`config.mk`:
```
export PLATFORM = sky130hd
export DESIGN_NAME = mbe_cfg
export DESIGN_NICKNAME = d
export VERILOG_FILES = /design/src/rtl/core/mbe_pkg.sv /design/src/rtl/core/mbe_cfg.sv
export SDC_FILE = /design/constraint.sdc
export NUM_CORES = 1
export LEC_CHECK = 0
export ABC_AREA = 0
export BUFFER_PORTS_ARGS = -buffer_cell sky130_fd_sc_hd__buf_2
export CORE_MARGIN = 4
export CORE_UTILIZATION = 51
export CTS_CLUSTER_DIAMETER = 50
export CTS_CLUSTER_SIZE = 8
export DETAILED_ROUTE_END_ITERATION = 10
export GPL_ROUTABILITY_DRIVEN = 1
export HOLD_SLACK_MARGIN = 0.03
export PLACE_DENSITY = 0.8
export SLEW_MARGIN = 10
export SYNTH_ARGS = -nofsm -noshare
export SYNTH_HDL_FRONTEND = slang
export SYNTH_SLANG_ARGS = --single-unit
```
`constraint.sdc`:
```
create_clock -name clk -period 1.3 [get_ports clk]
set_input_delay 0.065 -clock clk [delete_from_list [all_inputs] [get_ports clk]]
set_output_delay 0.065 -clock clk [all_outputs]
set_load 0.02 [all_outputs]
```
`src/rtl/core/mbe_pkg.sv`:
```
// shared types, constants and saturation helper for the escape-time unit
package mbe_pkg;

  localparam int MaxSide   = 4096;
  localparam int ColW      = 12;
  localparam int LimitW    = 16;
  localparam int CountW    = 17;
  localparam int CfgIdxW   = 3;
  localparam int CfgDataW  = 32;
  localparam int StepW     = 31;
  localparam int ProdW     = ColW + StepW;
  localparam int WideW     = 48;
  localparam int QDepth    = 2;
  localparam int QPtrW     = (QDepth > 1) ? $clog2(QDepth) : 1;
  localparam int QCntW     = $clog2(QDepth + 1);

  localparam logic [CfgIdxW-1:0] RegOriginRe = 3'd0;
  localparam logic [CfgIdxW-1:0] RegOriginIm = 3'd1;
  localparam logic [CfgIdxW-1:0] RegStepRe   = 3'd2;
  localparam logic [CfgIdxW-1:0] RegStepIm   = 3'd3;
  localparam logic [CfgIdxW-1:0] RegIterLim  = 3'd4;

  localparam logic signed [31:0] ResetOriginRe = -32'sd805306368;
  localparam logic signed [31:0] ResetOriginIm = -32'sd268435456;
  localparam logic [StepW-1:0]   ResetStep     = 31'd524288;
  localparam logic [LimitW-1:0]  ResetLimit    = 16'd200;

  // 4.0 in q4.28
  localparam logic signed [32:0] EscapeBound = 33'sh040000000;

  typedef struct packed {
    logic signed [31:0] origin_re;
    logic signed [31:0] origin_im;
    logic [StepW-1:0]   step_re;
    logic [StepW-1:0]   step_im;
    logic [LimitW-1:0]  iter_limit;
  } cfg_t;

  typedef struct packed {
    logic signed [31:0] re;
    logic signed [31:0] im;
  } coord_t;

  function automatic logic signed [31:0] sat32(input logic signed [WideW-1:0] v);
    logic signed [31:0] r;
    if (v[WideW-1:31] == '0 || v[WideW-1:31] == '1) begin
      r = v[31:0];
    end else if (v[WideW-1]) begin
      r = 32'sh80000000;
    end else begin
      r = 32'sh7fffffff;
    end
    return r;
  endfunction

endpackage

```
`src/rtl/core/mbe_cfg.sv`:
```
// configuration register file of the escape-time unit
module mbe_cfg (
  input  logic                         clk,
  input  logic                         rst,
  input  logic                         cfg_we,
  input  logic [mbe_pkg::CfgIdxW-1:0]  cfg_index,
  input  logic [mbe_pkg::CfgDataW-1:0] cfg_data,
  output mbe_pkg::cfg_t                cfg
);
  import mbe_pkg::*;

  always_ff @(posedge clk) begin
    if (rst) begin
      cfg.origin_re  <= ResetOriginRe;
      cfg.origin_im  <= ResetOriginIm;
      cfg.step_re    <= ResetStep;
      cfg.step_im    <= ResetStep;
      cfg.iter_limit <= ResetLimit;
    end else if (cfg_we) begin
      unique case (cfg_index)
        RegOriginRe: cfg.origin_re  <= cfg_data;
        RegOriginIm: cfg.origin_im  <= cfg_data;
        RegStepRe:   cfg.step_re    <= cfg_data[StepW-1:0];
        RegStepIm:   cfg.step_im    <= cfg_data[StepW-1:0];
        RegIterLim:  cfg.iter_limit <= cfg_data[LimitW-1:0];
        default: ;
      endcase
    end
  end

endmodule

```
# Word-level counts from Yosys, hierarchy flattened
# Index checks and enable logic that the tools add are counted.
[totals]
out_inout_bits = 142
inputBits = 38
reg_bits = 142
elab_cells = 15
[classes]
reduce_logical = 6
n_eq_ne = 4
[ops]
columns = ["cell", "count"]
rows = [
  ["AND reduction 2 bit", 5],
  ["== test 3 x 2 -> 1 bit, second input constant", 2],
  ["== test 3 x 1 -> 1 bit, second input constant", 1],
  ["== test 3 bit, second input constant", 1],
  ["zero test 3 bit", 1],
]

# Longest topological paths before layout
[logic_depth]
ltp_word = 2
depth_mapped = 5
ltp_nobuf = 2

# Worst setup path after synthesis
# No wires, ideal clock.
[synth_path]
path_type = "input to register"
startpoint = "input cfg_index[1] (netlist name)"
endpoint = "register cfg[131] (netlist name)"
t_arrival_ns = 1.004
setup_ns = 0.121
stages = 4
t_required_ns = 1.179
path_buffers = 2
slack_ns = 0.175
cell_sequence = "buf_2 > or4b_1 > buf_4 > mux2i_1"
[synth_via]
elab_chain_cells = 2
[synth_lines]
columns = ["item", "line_no", "text"]
rows = [
  ["from (decl)", "mbe_cfg.sv:6", "input logic [mbe_pkg::CfgIdxW-1:0] cfg_index,"],
  ["zero test 3 bit", "mbe_cfg.sv:20", "unique case (cfg_index)"],
  ["AND reduction 2 bit (no line)", "--", ""],
  ["to (decl)", "mbe_cfg.sv:8", "output mbe_pkg::cfg_t cfg"],
]
# No other way between the ends.
# A chain may end at the register's enable or synchronous reset.

==> metrics.log <==
[metrics] fin worst setup slack: 0.1631 ns
[metrics] floorplan die area: 12790 um^2
[metrics] run status: finished, final reports clean
[metrics] number of antenna violations at the first check in global routing: 0
[metrics] crit share post-route: 87.45%
[metrics] combined global-route utilization of all metal layers: 22.89%
[metrics] Avg Cell Area, Syn: 11.03 um^2
[metrics] relative slew slack: 75.86%
[metrics] wire length of the first global-routing pass: 23230 um
[metrics] total iterations of the first detailed-routing run: 4
[metrics] WP data arrival: 1.52 ns
[metrics] Placer Congestion: 0.7759
[metrics] area of the mapped netlist: 5634 um^2
[metrics] Post-layout nets: 762
[metrics] overall die width: 113.1 um
[metrics] Yosys top cell by area: sky130_fd_sc_hd__dfxtp_1
[metrics] residual DRC count: 0
[metrics] number of CTS-inserted buffers: 17
[metrics] Clk pin slew, worst setup/hold paths: 0.06 ns
[metrics] pre-CTS setup slack: 0.07390 ns
[metrics] Area growth syn-to-layout: 34.91%
[metrics] main combinational cell family by area after synthesis: multiplexers
[metrics] area of the core: 10840 um^2
[metrics] total leakage power: 3.939 nW
[metrics] via count of the first global-routing pass: 4632
[metrics] total number of vias: 4314
[metrics] R2R cell count: 2
[metrics] post-detailed-route wirelength per cell: 16.59 um
[metrics] worst-case clock buffer depth: 2
[metrics] reported max-cap violation count: 0
[metrics] fill cell count: 797
[metrics] Root Buffer: sky130_fd_sc_hd__clkbuf_8
[metrics] startpoint of the lowest-slack hold path: cfg_index[0]
[metrics] Critical R2R Capture: cfg[113]
[metrics] Post-Syn Instances: 511
[metrics] global routing met3 resource utilization: 7.433%
[metrics] largest cells by area after synthesis: sky130_fd_sc_hd__dfxtp_1, sky130_fd_sc_hd__mux2i_1, sky130_fd_sc_hd__nand2b_1
[metrics] final antenna-violating net count: 0
[metrics] maximum number of pins on one net before global-route repair: 60
[metrics] final core area utilization: 70.12%
[metrics] critical-path maximum fanout: 39
[metrics] Slowest Stage Delay on Critical Path: 0.53 ns
[metrics] cell repeated most along the worst path: sky130_fd_sc_hd__buf_12
[metrics] initial core utilization: 51.97%
[metrics] register ranked first by flip-flop count: cfg
[metrics] non-filler cells, final: 875
[metrics] met2 GRT Util: 39.69%
[metrics] cell area power density: 1263 nW/um^2
[metrics] flip-flop count of the largest register after layout: 142
[metrics] First DRT Iteration DRCs: 189
[metrics] Setup crit start kind: primary input
[metrics] placed cells: 812
[metrics] layout cell share with drive strength beyond 1: 31.02%
[metrics] Global Route met1 Usage: 26.14%
[metrics] fraction of the mapped netlist area in compound gates: 0%
[metrics] Slew Limit Fails: 0
[metrics] Hold EP: cfg[77]
[metrics] Max VDD drop: 0.0007423 V
[metrics] setup slack of the most critical reg-to-reg path: 0.62 ns
[metrics] kind of critical path: in2reg
[metrics] H-Tree Level Count: 4
[metrics] number of placement rows: 38
[metrics] post-CTS setup buffer count: 0
[metrics] number of primary I/O pins: 180
[metrics] Regs by FF count: cfg (142)
[metrics] CTS tree: yes
[metrics] setup repair after global routing missed its margin: false
[metrics] post-synthesis mux area share: 25.23%
[metrics] post-layout minimum cycle time: 1.137 ns
[metrics] clock latency of the later-clocked register in the worst-skew pair: 0.51 ns
[metrics] summed negative setup slack over all endpoints: 0 ns
[metrics] sequential cell area fraction in the yosys report: 50.46%
[metrics] CP cell instances: dlygate4sd3_1 -> buf_4 -> buf_12 -> buf_12 -> nand2b_1 -> mux2i_1
[metrics] #FFs+latches synth: 142
[metrics] overall overflow remaining after global route: 0
[metrics] synthesized-area fraction occupied by xor and xnor cells: 0%
[metrics] Clock Sinks: 142
[metrics] total routed wirelength: 14520 um
[metrics] proportion of netlist area held by the largest area contributor: 50.46%
[metrics] syn_nets: 549
[metrics] worst-case clock skew: 0 ns
[metrics] data required time of the worst path: 1.69 ns
[metrics] Fmax achieved: 879.6 MHz
[metrics] number of different library cells in the post-synthesis netlist: 13
[metrics] via density per instance: 4.930
[metrics] Post-Synth Adder-Cell Area: 0%
[metrics] worst min-delay path class: in2reg
[metrics] post-DP HPWL: 9995 um
[metrics] global routing's busiest layer: met2
[metrics] Hold Crit Depth: 4
[metrics] Crit-path slowest cell: sky130_fd_sc_hd__dlygate4sd3_1
[metrics] kind of end point of the critical path: register
[metrics] area fraction in and, or, nand and nor cells after synthesis: 20.92%
[metrics] startpoint of the worst-slack reg-to-reg timing path: cfg[113]
[metrics] final setup fails: 0
[metrics] Synthesis Warnings: 0
[metrics] slew at the pin with the worst max-slew slack: 0.3621 ns
[metrics] count of buffers inserted at the top-level ports: 179
[metrics] number of hold-slack violations in the final timing report: 0
[metrics] Die Y-Extent: 113.1 um
[metrics] n_diodes: 0
[layout make-up]
type | count | area (um^2) | share of cell area (%)
Clock buffer | 23 | 446.7 | 5.877
Timing Repair Buffer | 232 | 1454 | 19.13
Sequential cell | 142 | 2843 | 37.40
Multi-Input combinational cell | 331 | 2616 | 34.42
Tap cell | 140 | 175.2 | 2.305
Clock inverter | 7 | 66.31 | 0.8724
[critical path: cells and delay by family]
kind                   cells  cell delay, ns
AND/OR/NAND/NOR            1            0.19
multiplexers               1            0.10
buffers and inverters      4            1.15
[cells in the mapped netlist]
| cell type | instances |
|---|---|
| sky130_fd_sc_hd__nor4bb_1 | 2 |
| sky130_fd_sc_hd__or4b_1 | 1 |
| sky130_fd_sc_hd__nor2_1 | 20 |
| sky130_fd_sc_hd__buf_6 | 1 |
| sky130_fd_sc_hd__nand2b_1 | 161 |
| sky130_fd_sc_hd__nand4bb_1 | 3 |
| sky130_fd_sc_hd__clkbuf_1 | 20 |
| sky130_fd_sc_hd__dfxtp_1 | 142 |
| sky130_fd_sc_hd__nor4b_4 | 1 |
| sky130_fd_sc_hd__buf_2 | 9 |
| sky130_fd_sc_hd__buf_4 | 8 |
| sky130_fd_sc_hd__mux2i_1 | 142 |
| sky130_fd_sc_hd__nand4b_1 | 1 |
[worst max path at each step]
stage | from | to | slack (ns) | depth (start not counted)
global placement | cfg_index[1] | cfg[132] | 0.12 | 4
CTS | cfg[109] | cfg[109] | 0.16 | 1
floorplan | cfg_index[1] | cfg[131] | 0.17 | 4
detailed placement | cfg_index[0] | cfg[123] | 0.07 | 5
finish | rst | cfg[130] | 0.16 | 6
global route | rst | cfg[63] | 0.07 | 6
[layer usage]
layer	part of all wire, %	wire length (um)
met1	41	5908
met2	50	7224
met3	7.6	1101
met4	1.9	283
met5	0	0
[stage by stage]
| step | instance area (um^2) | hold WS, ns | power, mW |
|---|---|---|---|
| after floorplan | 5634 | 0.2262 | 5.077 |
| after global placement | 6758 | 0.3368 | 5.346 |
| after detailed placement | 6758 | 0.3407 | 5.370 |
| after CTS | 7601 | 0.07695 | 9.671 |
| after global routing | 7601 | 0.09804 | 9.939 |
| final | 7601 | 0.09615 | 9.604 |
[cell usage in the layout, fill, tap and decap left out, drive strengths merged]
cell	count
dlygate4sd3	33
clkinvlp	1
mux2i	142
bufinv	1
dfxtp	142
clkbuf	23
buf	199
nand2b	161
or4b	1
clkinv	5
nand4bb	3
nor4bb	2
nor2	20
nor4b	1
nand4b	1
[repair_timing]
| action | in CTS | in global routing |
|---|---|---|
| endpoints found under the hold margin | 142 | 0 |
| gates resized for setup | 0 | 0 |
| hold buffers | 33 | 0 |
[kinds of logic after synthesis]
group,count (synthesis)
buffers and inverters,38
flip-flops,142
multiplexers,142
AND/OR/NAND/NOR,189
[where the power goes]
group	internal [mW]	leakage (nW)	switching, mW	total [mW]
sequential	4.45	1.15	0.0532	4.50
combinational	0.401	2.54	0.452	0.853
clock	2.55	0.251	1.69	4.25
total	7.40	3.94	2.20	9.60
No activity file was read; power rests on OpenSTA's default activity.
