==> config.mk <==
export PLATFORM = sky130hd
export DESIGN_NAME = mbe_front
export DESIGN_NICKNAME = d
export VERILOG_FILES = /design/src/rtl/core/mbe_pkg.sv /design/src/rtl/core/mbe_front.sv
export SDC_FILE = /design/constraint.sdc
export NUM_CORES = 2
export LEC_CHECK = 0
export BUFFER_PORTS_ARGS = -buffer_cell sky130_fd_sc_hd__buf_2
export CAP_MARGIN = 20
export CORE_UTILIZATION = 35
export DETAILED_ROUTE_END_ITERATION = 6
export GPL_ROUTABILITY_DRIVEN = 0
export HOLD_SLACK_MARGIN = 0.06
export PLACE_DENSITY = 0.62
export SYNTH_ARGS = -nofsm -noshare
export SYNTH_HDL_FRONTEND = slang
export SYNTH_SLANG_ARGS = --single-unit
==> constraint.sdc <==
create_clock -name clk -period 6.81 [get_ports clk]
set_input_delay 0.681 -clock clk [delete_from_list [all_inputs] [get_ports clk]]
set_output_delay 0.681 -clock clk [all_outputs]
set_load 0.01 [all_outputs]
==> src/rtl/core/mbe_pkg.sv <==
// shared types, constants and saturation helper for the escape-time unit
package mbe_pkg;

  localparam int MaxSide   = 4096;
  localparam int ColW      = 12;
  localparam int LimitW    = 16;
  localparam int CountW    = 17;
  localparam int CfgIdxW   = 3;
  localparam int CfgDataW  = 32;
  localparam int StepW     = 31;
  localparam int ProdW     = ColW + StepW;
  localparam int WideW     = 48;
  localparam int QDepth    = 2;
  localparam int QPtrW     = (QDepth > 1) ? $clog2(QDepth) : 1;
  localparam int QCntW     = $clog2(QDepth + 1);

  localparam logic [CfgIdxW-1:0] RegOriginRe = 3'd0;
  localparam logic [CfgIdxW-1:0] RegOriginIm = 3'd1;
  localparam logic [CfgIdxW-1:0] RegStepRe   = 3'd2;
  localparam logic [CfgIdxW-1:0] RegStepIm   = 3'd3;
  localparam logic [CfgIdxW-1:0] RegIterLim  = 3'd4;

  localparam logic signed [31:0] ResetOriginRe = -32'sd805306368;
  localparam logic signed [31:0] ResetOriginIm = -32'sd268435456;
  localparam logic [StepW-1:0]   ResetStep     = 31'd524288;
  localparam logic [LimitW-1:0]  ResetLimit    = 16'd200;

  // 4.0 in q4.28
  localparam logic signed [32:0] EscapeBound = 33'sh040000000;

  typedef struct packed {
    logic signed [31:0] origin_re;
    logic signed [31:0] origin_im;
    logic [StepW-1:0]   step_re;
    logic [StepW-1:0]   step_im;
    logic [LimitW-1:0]  iter_limit;
  } cfg_t;

  typedef struct packed {
    logic signed [31:0] re;
    logic signed [31:0] im;
  } coord_t;

  function automatic logic signed [31:0] sat32(input logic signed [WideW-1:0] v);
    logic signed [31:0] r;
    if (v[WideW-1:31] == '0 || v[WideW-1:31] == '1) begin
      r = v[31:0];
    end else if (v[WideW-1]) begin
      r = 32'sh80000000;
    end else begin
      r = 32'sh7fffffff;
    end
    return r;
  endfunction

endpackage

==> src/rtl/core/mbe_front.sv <==
// front end: takes a pixel and maps it to the complex point c
module mbe_front (
  input  logic                      clk,
  input  logic                      rst,
  input  logic                      start,
  output logic                      busy,
  input  logic [mbe_pkg::ColW-1:0]  pixel_col,
  input  logic [mbe_pkg::ColW-1:0]  pixel_row,
  input  mbe_pkg::cfg_t             cfg,
  input  logic                      q_full,
  output logic                      push,
  output mbe_pkg::coord_t           push_data
);
  import mbe_pkg::*;

  logic             s1_valid;
  logic [ProdW-1:0] prod_re;
  logic [ProdW-1:0] prod_im;
  logic [ColW-1:0]  col_c;
  logic [ColW-1:0]  row_c;
  logic [WideW-1:0] sum_re;
  logic [WideW-1:0] sum_im;
  logic             accept;

  assign busy   = s1_valid | q_full;
  assign accept = start & ~busy;

  // index clamp to the image side
  always_comb begin
    col_c = pixel_col;
    row_c = pixel_row;
    if ({5'b0, pixel_col} > 17'(MaxSide - 1)) col_c = ColW'(MaxSide - 1);
    if ({5'b0, pixel_row} > 17'(MaxSide - 1)) row_c = ColW'(MaxSide - 1);
  end

  always_ff @(posedge clk) begin
    if (rst) begin
      s1_valid <= 1'b0;
    end else begin
      s1_valid <= accept;
    end
    if (accept) begin
      prod_re <= ProdW'(col_c) * ProdW'(cfg.step_re);
      prod_im <= ProdW'(row_c) * ProdW'(cfg.step_im);
    end
  end

  assign sum_re = {{(WideW-32){cfg.origin_re[31]}}, cfg.origin_re}
                + {{(WideW-ProdW){1'b0}}, prod_re};
  assign sum_im = {{(WideW-32){cfg.origin_im[31]}}, cfg.origin_im}
                + {{(WideW-ProdW){1'b0}}, prod_im};

  assign push         = s1_valid;
  assign push_data.re = sat32(signed'(sum_re));
  assign push_data.im = sat32(signed'(sum_im));

endmodule

Word level (Yosys, flattened, before mapping):

Cells that the tools add are included.

* flip-flop bits (word level): 87
* input bits: 170
* output and inout port bits: 66

* $add $sub $neg: 2
* $mul: 2
* equal/unequal tests: 2
* multiplexer cells: 4
* bitwise logic cells: 3
* reduce and logical (&&, ||, !) cells: 4

Operators with widths (count)
* 2-to-1 mux 32 bit: 4
* adder 32 x 44 -> 45 bit: 2
* multiplier 12 x 31 -> 43 bit: 2
* == test 17 bit, second input constant: 2
* zero test 17 bit: 2
* logical OR 1 bit: 2
* AND 1 bit: 1
* NOT 1 bit: 1
* bitwise OR 1 bit: 1

Depth between registers and ports, before layout:

* word-level depth: 4
* depth in mapped cells: 24
* mapped depth without buffers: 23

Worst setup path before layout:

OpenSTA, ideal clock, no wires.

* kind: input to register
* start point: in cfg[23] (netlist bit)
* end point: reg prod_im[41] (data pin)
* setup time: 265 ps
* data arrival time: 6031 ps
* data required time: 6545 ps
* path slack: 514 ps
* stages: 20
* buffers on the path: 1
* path through: clkbuf_1 nand2_1 fa_1 fa_1 fa_1 inv_1 fa_1 inv_1 fa_1 inv_1 ha_1 o21ai_0 a2111oi_0 nor2_1 a221oi_1 o22ai_1 o311ai_0 a31oi_1 o21ai_0 xor2_1

* cells in the longest elaborated chain, start to end: 1

RTL lines
* start, declared: RTL line mbe_front.sv:9 `input mbe_pkg::cfg_t cfg,`
* multiplier 12 x 31 -> 43 bit: RTL line mbe_front.sv:44 `prod_im <= ProdW'(row_c) * ProdW'(cfg.step_im);`
* end signal, assigned: RTL line mbe_front.sv:44
* end, declared: RTL line mbe_front.sv:18 `logic [ProdW-1:0] prod_im;`

No other way between the ends.
A chain may end at the register's enable or synchronous reset.

Worst setup path after layout:

* start point: in pixel_row[3] (netlist bit)
* end point: reg prod_im[39] (data pin)

* cells in the longest elaborated chain, start to end: 1

RTL lines
* start, declared: RTL line mbe_front.sv:8 `input logic [mbe_pkg::ColW-1:0] pixel_row,`
* multiplier 12 x 31 -> 43 bit: RTL line mbe_front.sv:44

No other way between the ends.

==> metrics.cfg <==
[clock_tree]
post_cts_buffers=0
cts_tree=done
postCtsHoldBufs=0
clock_path_buffers=2
clock_sinks=87
htree_levels=3
clk_pin_slew_worst_paths_ns=0.06
cts-root-buf=clkbuf_16
cts_resized=0
cts_made_buffers=9
worstSkewPairLatency_ns=0.36

[global_route]
antenna_found_initial=15
grt_overflow=0
grt_first_pass_wirelength_mm=133
gr-usage-met2_pct=28.5
use_met3_pct=1.92
grt_max_degree=45
grt_use_met1_pct=26.2
busiest_layer=met2
grt_usage_pct=18.2
first_global_vias=25264

[routing]
first_pass_iters=7
drtAntennaViolNets=0
vias=24657
wl_per_cell_um=16.5
vias_per_cell=5.02
wl_mm=81.2
drcViolationCount=8
drt_iter0_drc=1381

[worst_hold_path]
hp-class=input port to flop
whs_path_depth=2
worstHoldEndpoint=push$_SDFF_PP0_
min_from=rst

[placement]
placedCellCount=4887
portBuffers=219
dp_hpwl_mm=68.6

[setup_path]
ff2ff_path_depth=4
rr_startpoint=push$_SDFF_PP0_
reg2reg_slack_ns=4.69
cp.arrival_ns=6.48
required_ns=6.92
crit_top_cell=fa_1
worstSetupPathType=input port to flop
slowest_stage=fa_1
path_cells=buf_2 > buf_4 > nand2_1 > fa_1 > fa_1 > inv_1 > fa_1 > fa_1 > inv_1 > fa_1 > inv_1 > ha_1 > nand2_1 > a2111oi_2 > buf_4 > nor2_1 > a221oi_1 > buf_4 > o22ai_1 > o311ai_0 > buf_4 > nand3_1 > o211ai_1 > xor2_1
cp-end-kind=flop
worstReg2RegEnd=prod_re[22]$_DFFE_PP_
startpoint=pixel_row[3]
cp_slowest_stage_delay_ns=0.53
worstPathMaxFanout=12
startpoint_type=input port

[synthesis]
netlist_area_um2=31300
yosysSeqAreaShare_pct=8.31
async_reset_ff_share_pct=0
ys_types=96
ys_warn_count=0
synthFlopType=edfxtp_1
syn_inst=3612
syn-num-nets=4614
syn_area_per_cell_um2=8.67
synth-edff-count=86
ys_seq_elements=87

[die]
io-pin-count=236
die_h_um=301
start_util_pct=35.4
dieArea_um2=90700
coreArea_um2=88500
fp-row-count=109
die_w_um=301

[run_status]
violations=DRC
outcome=finished, violations left

[power_and_ir_drop]
power_uw=18400
leakagePower_uw=0.0168
ir_drop_v=0.000429
powerDensity_nw_per_um2=540

[sta]
finalHoldViolCount=0
fin_crit_sh_pct=93.5
slew_headroom_pct=27.5
rsz0062_at_grt=false
period_needed_ns=6.37
clock.fmax_mhz=157
setup_viol=0
tightest_slew_ns=1.08
slew_violations=0
fin_skew_ns=0.00626

[job]
max_cap_viol_count=0

[layout]
final_cell_mix=inv_1 (673), nand2_1 (619), fa_1 (582), ha_1 (250), and2_1 (242)
final_common_cell=inv_1
final_cells=4913
fin_nets=4736
synthToLayoutAreaGrowth_pct=8.53
drive_gt1_share_pct=9.36

[sequential cells by signal, indices dropped and copies added, names as in the netlist]
register,cells
push,1
prod_im,43
prod_re,43
[routing by layer]
| layer | up-vias | share of wire [%] |
|---|---|---|
| li1 | 11569 | - |
| met1 | 12358 | 47 |
| met2 | 614 | 46 |
| met3 | 104 | 5.1 |
| met4 | 12 | 2.4 |
| met5 | - | 0.090 |
[logic make-up (layout without fill, tap and decap cells)]
family,Yosys count,after routing,synth area share [%]
AND/OR/NAND/NOR,1116,1116,16.6
buffers and inverters,850,976,10.6
adder cells (fa/ha/maj),832,832,47.2
AO/OA/AOI/OAI,542,542,11.9
XOR/XNOR,152,152,4.30
flip-flops,87,87,8.31
multiplexers,33,33,1.05
other,0,10,0
[power by group]
part / internal, µW / switching, µW
Sequential: 1510 / 107
Clock: 284 / 212
Combinational: 6830 / 9430
[worst max-delay path, delay by kind of cell]
kind	cells	cell delay, ns
fa+ha+maj	6	2.90
xor+xnor	1	0.10
compound gates	5	1.34
simple gates	4	0.33
buf+inv	8	1.11
[through the flow]
| stage | setup TNS [ns] | util, % | setup WS [ns] | hold slack, ns | cell area, µm² |
|---|---|---|---|---|---|
| 2_1_floorplan | 0 | - | 0.514 | 0.606 | 31300 |
| 3_3_place_gp | -0.327 | 38.0 | -0.127 | 0.536 | 33600 |
| 3_5_place_dp | -0.187 | 38.0 | -0.0849 | 0.554 | 33600 |
| 4_1_cts | 0 | 38.3 | 0.283 | 0.449 | 33900 |
| 5_1_grt | 0 | 38.4 | 0.0595 | 0.463 | 34000 |
| 6_report | 0 | 38.4 | 0.444 | 0.470 | 34000 |
[synth_stat cells, types with 4 or more instances]
cell | count | share of area [%]
inv_1 | 673 | 8.1
nand2_1 | 619 | 7.4
fa_1 | 582 | 37
ha_1 | 250 | 10
and2_1 | 242 | 4.8
clkbuf_1 | 153 | 1.8
a21oi_1 | 144 | 2.3
xnor2_1 | 99 | 2.8
nor2_1 | 87 | 1.0
edfxtp_1 | 86 | 8.2
a21o_1 | 85 | 2.0
o21ai_0 | 72 | 1.2
xor2_1 | 51 | 1.4
o21a_1 | 35 | 0.84
mux2i_1 | 33 | 1.1
a21boi_1 | 30 | 0.72
nand3_1 | 29 | 0.46
nand4_1 | 27 | 0.54
nor3_1 | 23 | 0.37
o21bai_1 | 22 | 0.53
nand2b_1 | 19 | 0.38
a211oi_1 | 17 | 0.41
o211ai_1 | 16 | 0.38
and3_1 | 15 | 0.30
nor2b_1 | 14 | 0.28
or3_1 | 11 | 0.22
o21ai_1 | 10 | 0.16
buf_2 | 9 | 0.14
o31ai_1 | 9 | 0.22
a21boi_0 | 8 | 0.19
a31oi_1 | 8 | 0.16
a211o_1 | 5 | 0.14
a21oi_2 | 5 | 0.14
a41oi_1 | 5 | 0.14
and4_1 | 5 | 0.14
buf_4 | 5 | 0.12
nor4_1 | 5 | 0.10
buf_6 | 4 | 0.14
[worst max path at each step]
| stage | cells past startpoint | end | slack (ns) |
|---|---|---|---|
| after floorplan | 20 | prod_im[41]$_DFFE_PP_ | 0.51 |
| after global placement | 23 | prod_im[39]$_DFFE_PP_ | -0.13 |
| after detailed placement | 23 | prod_im[41]$_DFFE_PP_ | -0.08 |
| after CTS | 23 | prod_im[39]$_DFFE_PP_ | 0.28 |
| after global routing | 24 | prod_im[39]$_DFFE_PP_ | 0.06 |
| final | 24 | prod_im[39]$_DFFE_PP_ | 0.44 |
[final cells by class]
type | count | area, µm²
tap | 1165 | 1460
multi-input combinational | 2675 | 25400
timing repair buffer | 288 | 1660
sequential | 87 | 2600
clock inverter | 6 | 71.3
clock buffer | 9 | 225
inverter | 673 | 2530
antenna | 10 | 25.0
fill | 8967 | 54500
(Power assumes the default switching activity.)
