## config.mk

```make
export PLATFORM = sky130hd
export DESIGN_NAME = mbe_queue
export DESIGN_NICKNAME = d
export VERILOG_FILES = /design/src/rtl/core/mbe_pkg.sv /design/src/rtl/core/mbe_queue.sv
export SDC_FILE = /design/constraint.sdc
export NUM_CORES = 1
export LEC_CHECK = 0
export ABC_AREA = 0
export ABC_CLOCK_PERIOD_IN_PS = 4740
export BUFFER_PORTS_ARGS = -buffer_cell sky130_fd_sc_hd__clkbuf_2
export CELL_PAD_IN_SITES_DETAIL_PLACEMENT = 0
export CELL_PAD_IN_SITES_GLOBAL_PLACEMENT = 2
export CORE_ASPECT_RATIO = 0.6
export CORE_MARGIN = 10
export CORE_UTILIZATION = 38
export CTS_CLUSTER_DIAMETER = 40
export DETAILED_ROUTE_END_ITERATION = 12
export PLACE_DENSITY = 0.89
export SLEW_MARGIN = 20
export SYNTH_ARGS = -nofsm -noshare
export SYNTH_HDL_FRONTEND = slang
export SYNTH_SLANG_ARGS = --single-unit
export TNS_END_PERCENT = 30
```

## constraint.sdc

```tcl
create_clock -name clk -period 4.74 [get_ports clk]
set_clock_uncertainty 0.1 [all_clocks]
set_input_delay 0.948 -clock clk [delete_from_list [all_inputs] [get_ports clk]]
set_output_delay 0.948 -clock clk [all_outputs]
set_load 0.01 [all_outputs]
```

## src/rtl/core/mbe_pkg.sv

```systemverilog
// shared types, constants and saturation helper for the escape-time unit
package mbe_pkg;

  localparam int MaxSide   = 4096;
  localparam int ColW      = 12;
  localparam int LimitW    = 16;
  localparam int CountW    = 17;
  localparam int CfgIdxW   = 3;
  localparam int CfgDataW  = 32;
  localparam int StepW     = 31;
  localparam int ProdW     = ColW + StepW;
  localparam int WideW     = 48;
  localparam int QDepth    = 2;
  localparam int QPtrW     = (QDepth > 1) ? $clog2(QDepth) : 1;
  localparam int QCntW     = $clog2(QDepth + 1);

  localparam logic [CfgIdxW-1:0] RegOriginRe = 3'd0;
  localparam logic [CfgIdxW-1:0] RegOriginIm = 3'd1;
  localparam logic [CfgIdxW-1:0] RegStepRe   = 3'd2;
  localparam logic [CfgIdxW-1:0] RegStepIm   = 3'd3;
  localparam logic [CfgIdxW-1:0] RegIterLim  = 3'd4;

  localparam logic signed [31:0] ResetOriginRe = -32'sd805306368;
  localparam logic signed [31:0] ResetOriginIm = -32'sd268435456;
  localparam logic [StepW-1:0]   ResetStep     = 31'd524288;
  localparam logic [LimitW-1:0]  ResetLimit    = 16'd200;

  // 4.0 in q4.28
  localparam logic signed [32:0] EscapeBound = 33'sh040000000;

  typedef struct packed {
    logic signed [31:0] origin_re;
    logic signed [31:0] origin_im;
    logic [StepW-1:0]   step_re;
    logic [StepW-1:0]   step_im;
    logic [LimitW-1:0]  iter_limit;
  } cfg_t;

  typedef struct packed {
    logic signed [31:0] re;
    logic signed [31:0] im;
  } coord_t;

  function automatic logic signed [31:0] sat32(input logic signed [WideW-1:0] v);
    logic signed [31:0] r;
    if (v[WideW-1:31] == '0 || v[WideW-1:31] == '1) begin
      r = v[31:0];
    end else if (v[WideW-1]) begin
      r = 32'sh80000000;
    end else begin
      r = 32'sh7fffffff;
    end
    return r;
  endfunction

endpackage

```

## src/rtl/core/mbe_queue.sv

```systemverilog
// short fifo of mapped points between front and back
module mbe_queue (
  input  logic            clk,
  input  logic            rst,
  input  logic            push,
  input  mbe_pkg::coord_t push_data,
  input  logic            pop,
  output logic            full,
  output logic            valid,
  output mbe_pkg::coord_t head
);
  import mbe_pkg::*;

  coord_t           slots [QDepth];
  logic [QPtrW-1:0] wr_ptr;
  logic [QPtrW-1:0] rd_ptr;
  logic [QCntW-1:0] count;

  assign full  = (count == QCntW'(QDepth));
  assign valid = (count != '0);
  assign head  = slots[rd_ptr];

  always_ff @(posedge clk) begin
    if (rst) begin
      wr_ptr <= '0;
      rd_ptr <= '0;
      count  <= '0;
    end else begin
      if (push) begin
        wr_ptr <= (wr_ptr == QPtrW'(QDepth - 1)) ? '0 : wr_ptr + 1'b1;
      end
      if (pop) begin
        rd_ptr <= (rd_ptr == QPtrW'(QDepth - 1)) ? '0 : rd_ptr + 1'b1;
      end
      if (push && !pop) begin
        count <= count + 1'b1;
      end else if (pop && !push) begin
        count <= count - 1'b1;
      end
    end
    if (push) begin
      slots[wr_ptr] <= push_data;
    end
  end

`ifndef SYNTHESIS
  a_no_overflow: assert property (@(posedge clk) disable iff (rst) push |-> !full)
    else $error("queue written while full");
  a_no_underflow: assert property (@(posedge clk) disable iff (rst) pop |-> valid)
    else $error("queue read while empty");
  a_count_bound: assert property (@(posedge clk) disable iff (rst)
    count <= QCntW'(QDepth))
    else $error("queue count out of range");
`endif

endmodule

```

* After elaboration in Yosys (flattened, before gate mapping)
Memory sizes are Yosys's and may differ from the RTL's. A register that Yosys moved wholly into a read port is not among the register bits.
Cells that the tools add are included.
** Word-level totals
- Logic and storage cells :: 23
- Flip-flop bits (word level) :: 4
- Input port bits :: 68
- Output and inout port bits :: 66
- Memories kept :: 1
- RAM bits :: 128
** Memory list
- slots :: depth 2, width 64, rd ports 1, clocked after memory_dff 1, write ports 1, RTL line mbe_queue.sv:14 : coord_t slots [QDepth];
** Cells by class
- $add $sub $neg :: 4
- Reduce and logical (&&, ||, !) cells :: 6
- Equal/unequal tests :: 1
- Muxes and demuxes :: 8
** Operators by type and width (number)
- 2-to-1 mux 1 bit :: 6
- 2-to-1 mux 2 bit :: 2
- nonzero test 2 bit :: 2
- adder 1 bit, second input constant :: 2
- adder 2 x 1 -> 2 bit, second input constant :: 1
- equality test 2 bit, second input constant :: 1
- logical AND 1 bit :: 2
- zero test 1 bit :: 2
- subtractor 2 x 1 -> 2 bit, second input constant :: 1

* Depth between registers and ports, before layout
Gate-level depths: netlist of the first run.
- Word-level depth :: 4
- Depth in mapped cells :: 5
- Depth with buffers taken out :: 5

* Worst setup path after synthesis of the first run
No wires, ideal clock.
- Path kind :: in2reg
- Start point :: in push
- End point :: mem slots[0][0] (netlist bit), enable pin
- Arrival time :: 3.762 ns
- Stages on the path :: 1
- Path buffers :: 0
- Setup time :: 0.494 ns
- Required time :: 4.146 ns
- Setup slack :: 0.384 ns
- Path through :: nor2b_1
** On the way
- Word-level cells in the longest chain between the ends :: 2
** RTL lines
- start: declaration :: RTL line mbe_queue.sv:5 : input logic push,
- 2-to-1 mux 1 bit :: RTL line mbe_queue.sv:41 : if (push) begin
- 2-to-1 mux 1 bit (implied by the code) :: RTL line mbe_queue.sv:42 : slots[wr_ptr] <= push_data;
- end: declaration :: RTL line mbe_queue.sv:14
Every way passes these cells.

==> results of run 1 <==
-- flip-flops by register name (all words and copies together), names as in the netlist, named ones only --
register / flops
count: 2
rd_ptr: 1
wr_ptr: 1
slots: 128
-- synthesized netlist by cell type (all sizes together) --
master  instances
and2b           1
inv             1
mux2           64
a21oi           1
or2             1
dfxtp           5
nor2b           1
edfxtp        128
xor2            2
nor2            4
ha              1
o21ai           1
buf             7
or3             1
and2            1
xnor2           2
-- layer usage --
| metal | GRT usage | vias to the layer above | routed length, um |
|---|---|---|---|
| met5 | 0 | - | 0 |
| met4 | 0.0340 | 0 | 56 |
| met3 | 0.0726 | 7 | 1070 |
| met2 | 0.147 | 108 | 4000 |
| met1 | 0.136 | 1214 | 4650 |
| li1 | - | 1167 | - |
-- report_power, final --
group          internal, mW  switching [mW]
registers              1.37          0.0278
logic                 0.132           0.146
clock network         0.932           0.470
total                  2.44           0.644
-- per-stage QoR --
step	setup WS, ns	power [mW]	instances	utilization	hold WS (ns)
3_5_place_dp	1.80	1.71	517	0.465	0.397
5_1_grt	1.29	3.20	548	0.517	0.421
2_1_floorplan	0.384	1.58	221	-	0.356
6_report	1.44	3.08	548	0.517	0.408
4_1_cts	1.37	3.12	548	0.517	0.405
3_3_place_gp	1.81	1.70	517	0.465	0.386
-- path summary, 6_finish.rpt --
kind / depth (start not counted) / start / endpoint / slack, ns
worst max-delay path: 3 / flop / head[56] / 1.44
worst max register to register: 2 / wr_ptr / slots[1][6] / 2.65
worst min-delay path: 2 / count[1] / count[1] / 0.41
worst min register to register: 2 / count[1] / count[1] / 0.41
-- worst max-delay path, stage by stage (launching register included) --
cell and delay [ns]:
dfxtp_2 0.84, buf_4 0.47, mux2_2 0.40, clkbuf_2 0.14
-- logic make-up after synthesis --
kind of cell | Yosys count | share of synthesized area
buf+inv | 8 | 0.0163
simple gates | 9 | 0.0101
xor+xnor | 4 | 0.00723
mux | 64 | 0.149
fa+ha+maj | 1 | 0.00258
flops | 133 | 0.813
compound gates | 2 | 0.00206
-- cell type report --
type	count	area, um^2	share of cell area
Clock buffer	19	433	0.0684
Multi-Input combinational cell	80	836	0.132
Timing Repair Buffer	138	703	0.111
Tap cell	165	206	0.0326
Inverter	1	3.75	0.000593
Sequential cell	133	3950	0.623
Clock inverter	12	204	0.0322
==> reports/results.ini, run 1 <==
[detailed_routing]
route.detailed.drc = 0
wl_um = 9780
drtIter0Drc = 112
via_per_inst = 4.55
avgRoutedWirePerCell_um = 17.8
vias = 2496
ant_nets = 0
dr.pass1.iters = 4

[placed_design]
portBuffers = 133
place_congestion = 0.759
dp_hpwl_um = 6760
postPlaceCellArea_um2 = 5690

[clock_network]
cts_made_buffers = 17
cts.reportedPaths.clkPinSlew_ns = 0.05
worst_skew_pair.late_latency_ns = 0.39
cts_tree = yes
post_cts_buffers = 0
cts.repair.resized = 0
holdBufCountCts = 0
clock-sinks = 133
ctsHtreeMaxLevel = 4
cts_max_path_buffers = 2
cts-root-buf = clkbuf_16

[global_route]
grt_pass1_wl_um = 15000
track_usage = 0.109
grt_max_degree = 34
grt_overflow = 0
antenna_found_initial = 0
grt_pass1_vias = 2714

[timing]
finalCritPeriodShare = 0.697
drv_slew = 0
slew_headroom = 0.475
tightestPinTransition_ns = 0.787
period_needed_ns = 3.30
setup_viol = 0
fin_tns_setup_ns = 0
max_freq_ghz = 0.303
rsz0062_at_grt = false
hold_violations = 0

[pwr]
p_per_area_nw_per_um2 = 486
ir_drop_uv = 234
leakagePower_nw = 2.42

[yosys]
synth_top_cell_area_share = 0.793
synth_seq_cells = 133
ys_seq_area_frac = 0.813
syn_inst = 221
syn_nets = 290
syn_area_um2 = 4850
syn-mean-instance-area_um2 = 21.9
yosysUniqueCellTypes = 17
synth_area_leaders = edfxtp_1 79%, mux2_2 15%, dfxtp_1 2.1%
synth_warnings = 0
synth_top_area_cell = edfxtp_1

[floorplanning]
std_cell_rows = 31
ios = 134
core_area_um2 = 12300
start_util = 0.396
fp.dieH_um = 108
die_w_um = 166
dieArea_um2 = 17800

[finish]
area_growth_syn_to_layout_pct = 30.5
final_common_cell = clkbuf_2
final_net_count = 440
layout_common_cells = 133 x clkbuf_2, 128 x edfxtp_1, 64 x mux2_2, 17 x clkbuf_16
design_area_um2 = 6330
nFillCells = 1008
n_antenna_cell = 0
drive_above_1_share = 0.616

[critical_path]
crit_required_ns = 3.69
arrival_ns = 2.25
cp-start-kind = flop
crit_type = flop to primary output
end_kind = primary output
critPathMaxFanout = 31

[run_status]
status = complete, no violations

[job]
maxCapViolCount = 0

[worst_hold_path]
hold_path.class = flop to flop

Note: power is estimated with default switching activity, not from simulation.
==> run 2: changes to the inputs <==
- ABC_CLOCK_PERIOD_IN_PS: 4740 -> 3300
- clock period: 4.74 -> 3.3 ns (I/O delays scaled with it)
==> reports/results.ini, run 2 (synthesis gave the netlist of run 1 again) <==
[critical_path]
critPathMaxStageDelay_ns = 0.66
end_kind = primary output
r2r_start = wr_ptr
crit_chain = buf_4 > mux2_2 > clkbuf_2
crit_required_ns = 2.54
cpMaxStageDelayCell = dfxtp_2
crit_type = flop to primary output
reg2reg_slack_ns = 1.54
critPathMaxFanout = 19
arrival_ns = 1.88
reg2regPathDepth = 2
cp-start-kind = flop

[timing]
finalWorstSetupSlack_ns = 0.663
fin_tns_setup_ns = 0
finalCritPeriodShare = 0.799
slew_headroom = 0.590
period_needed_ns = 2.64
hold_violations = 0
rsz0062_at_grt = false
max_freq_ghz = 0.379
holdWs_ns = 0.339
tightestPinTransition_ns = 0.615
drv_slew = 0
setup_viol = 0

[placed_design]
dp_hpwl_um = 7200
place_congestion = 0.800
dpl_worst_slack_ns = 1.02
portBuffers = 133

[run_status]
status = complete, no violations

[detailed_routing]
vias = 2513
dr.pass1.iters = 4
avgRoutedWirePerCell_um = 18.3
wl_um = 10100
via_per_inst = 4.58
ant_nets = 0
route.detailed.drc = 0
drtIter0Drc = 141

[floorplanning]
start_util = 0.396
ios = 134
std_cell_rows = 31
core_area_um2 = 12300
dieArea_um2 = 17800
die_w_um = 166
fp.dieH_um = 108

[pwr]
power_mw = 4.41
p_per_area_nw_per_um2 = 694
leakagePower_nw = 2.44
ir_drop_uv = 403

[clock_network]
cts_max_path_buffers = 2
cts-root-buf = clkbuf_16
holdBufCountCts = 0
cts.reportedPaths.clkPinSlew_ns = 0.06
ctsHtreeMaxLevel = 4
post_cts_buffers = 0
clock-sinks = 133
cts_tree = yes
cts_made_buffers = 17
cts.repair.resized = 0
worst_skew_pair.late_latency_ns = 0.40

[finish]
final_common_cell = clkbuf_2
area_growth_syn_to_layout_pct = 31.2
reg.largest.list = slots (128), count (2)
final_net_count = 441
layout_common_cells = 133 x clkbuf_2, 128 x edfxtp_1, 64 x mux2_2, 17 x clkbuf_16, 5 x bufinv_16
final_core_util = 0.519
n_antenna_cell = 0
largest_reg_flops = 128
regMostFlops = slots
drive_above_1_share = 0.617

[global_route]
grt_max_degree = 42
antenna_found_initial = 0
track_usage = 0.115
grt_pass1_vias = 2851
grt_overflow = 0
grt_pass1_wl_um = 15800

[job]
maxCapViolCount = 0

[worst_hold_path]
min-delay-start = push_data[50]
hold_path.class = primary input to flop
whs_path_depth = 1

## run 2: final cells by class
class / instances / area [um^2]
clock inverters: 14 / 209
fillers: 1054 / 5900
flip-flops and latches: 133 / 3950
clock buffers: 17 / 425
inverters: 1 / 3.75
repair buffers: 139 / 736
well taps: 165 / 206
multi-input cells: 80 / 836
## run 2: worst paths after layout
kind | to
max | head[6]
min | slots[0][50]
max reg2reg | slots[1][37]
min reg2reg | count[1]
## run 2: per-stage QoR
| stage | cell area (um^2) | std cells |
|---|---|---|
| CTS | 6360 | 549 |
| finish | 6360 | 549 |
| detailed placement | 5730 | 518 |
| floorplan | 4850 | 221 |
| global route | 6360 | 549 |
| global placement | 5730 | 518 |
## run 2: power by group
group | switching [mW] | internal [mW]
Sequential | 0.0353 | 1.97
Clock | 0.666 | 1.33
Combinational | 0.216 | 0.197
## run 2: critical path, delay by kind of cell (launching register included)
family	cells	cell delay, ns
buffers and inverters	2	0.44
flip-flops	1	0.66
multiplexers	1	0.37
## run 2: per-layer routing
layer	part of all wire	vias to the layer above	track usage
li1	-	1173	-
met4	0.011	0	0.0435
met3	0.12	14	0.0766
met2	0.44	111	0.170
met1	0.43	1215	0.130
met5	0	-	0
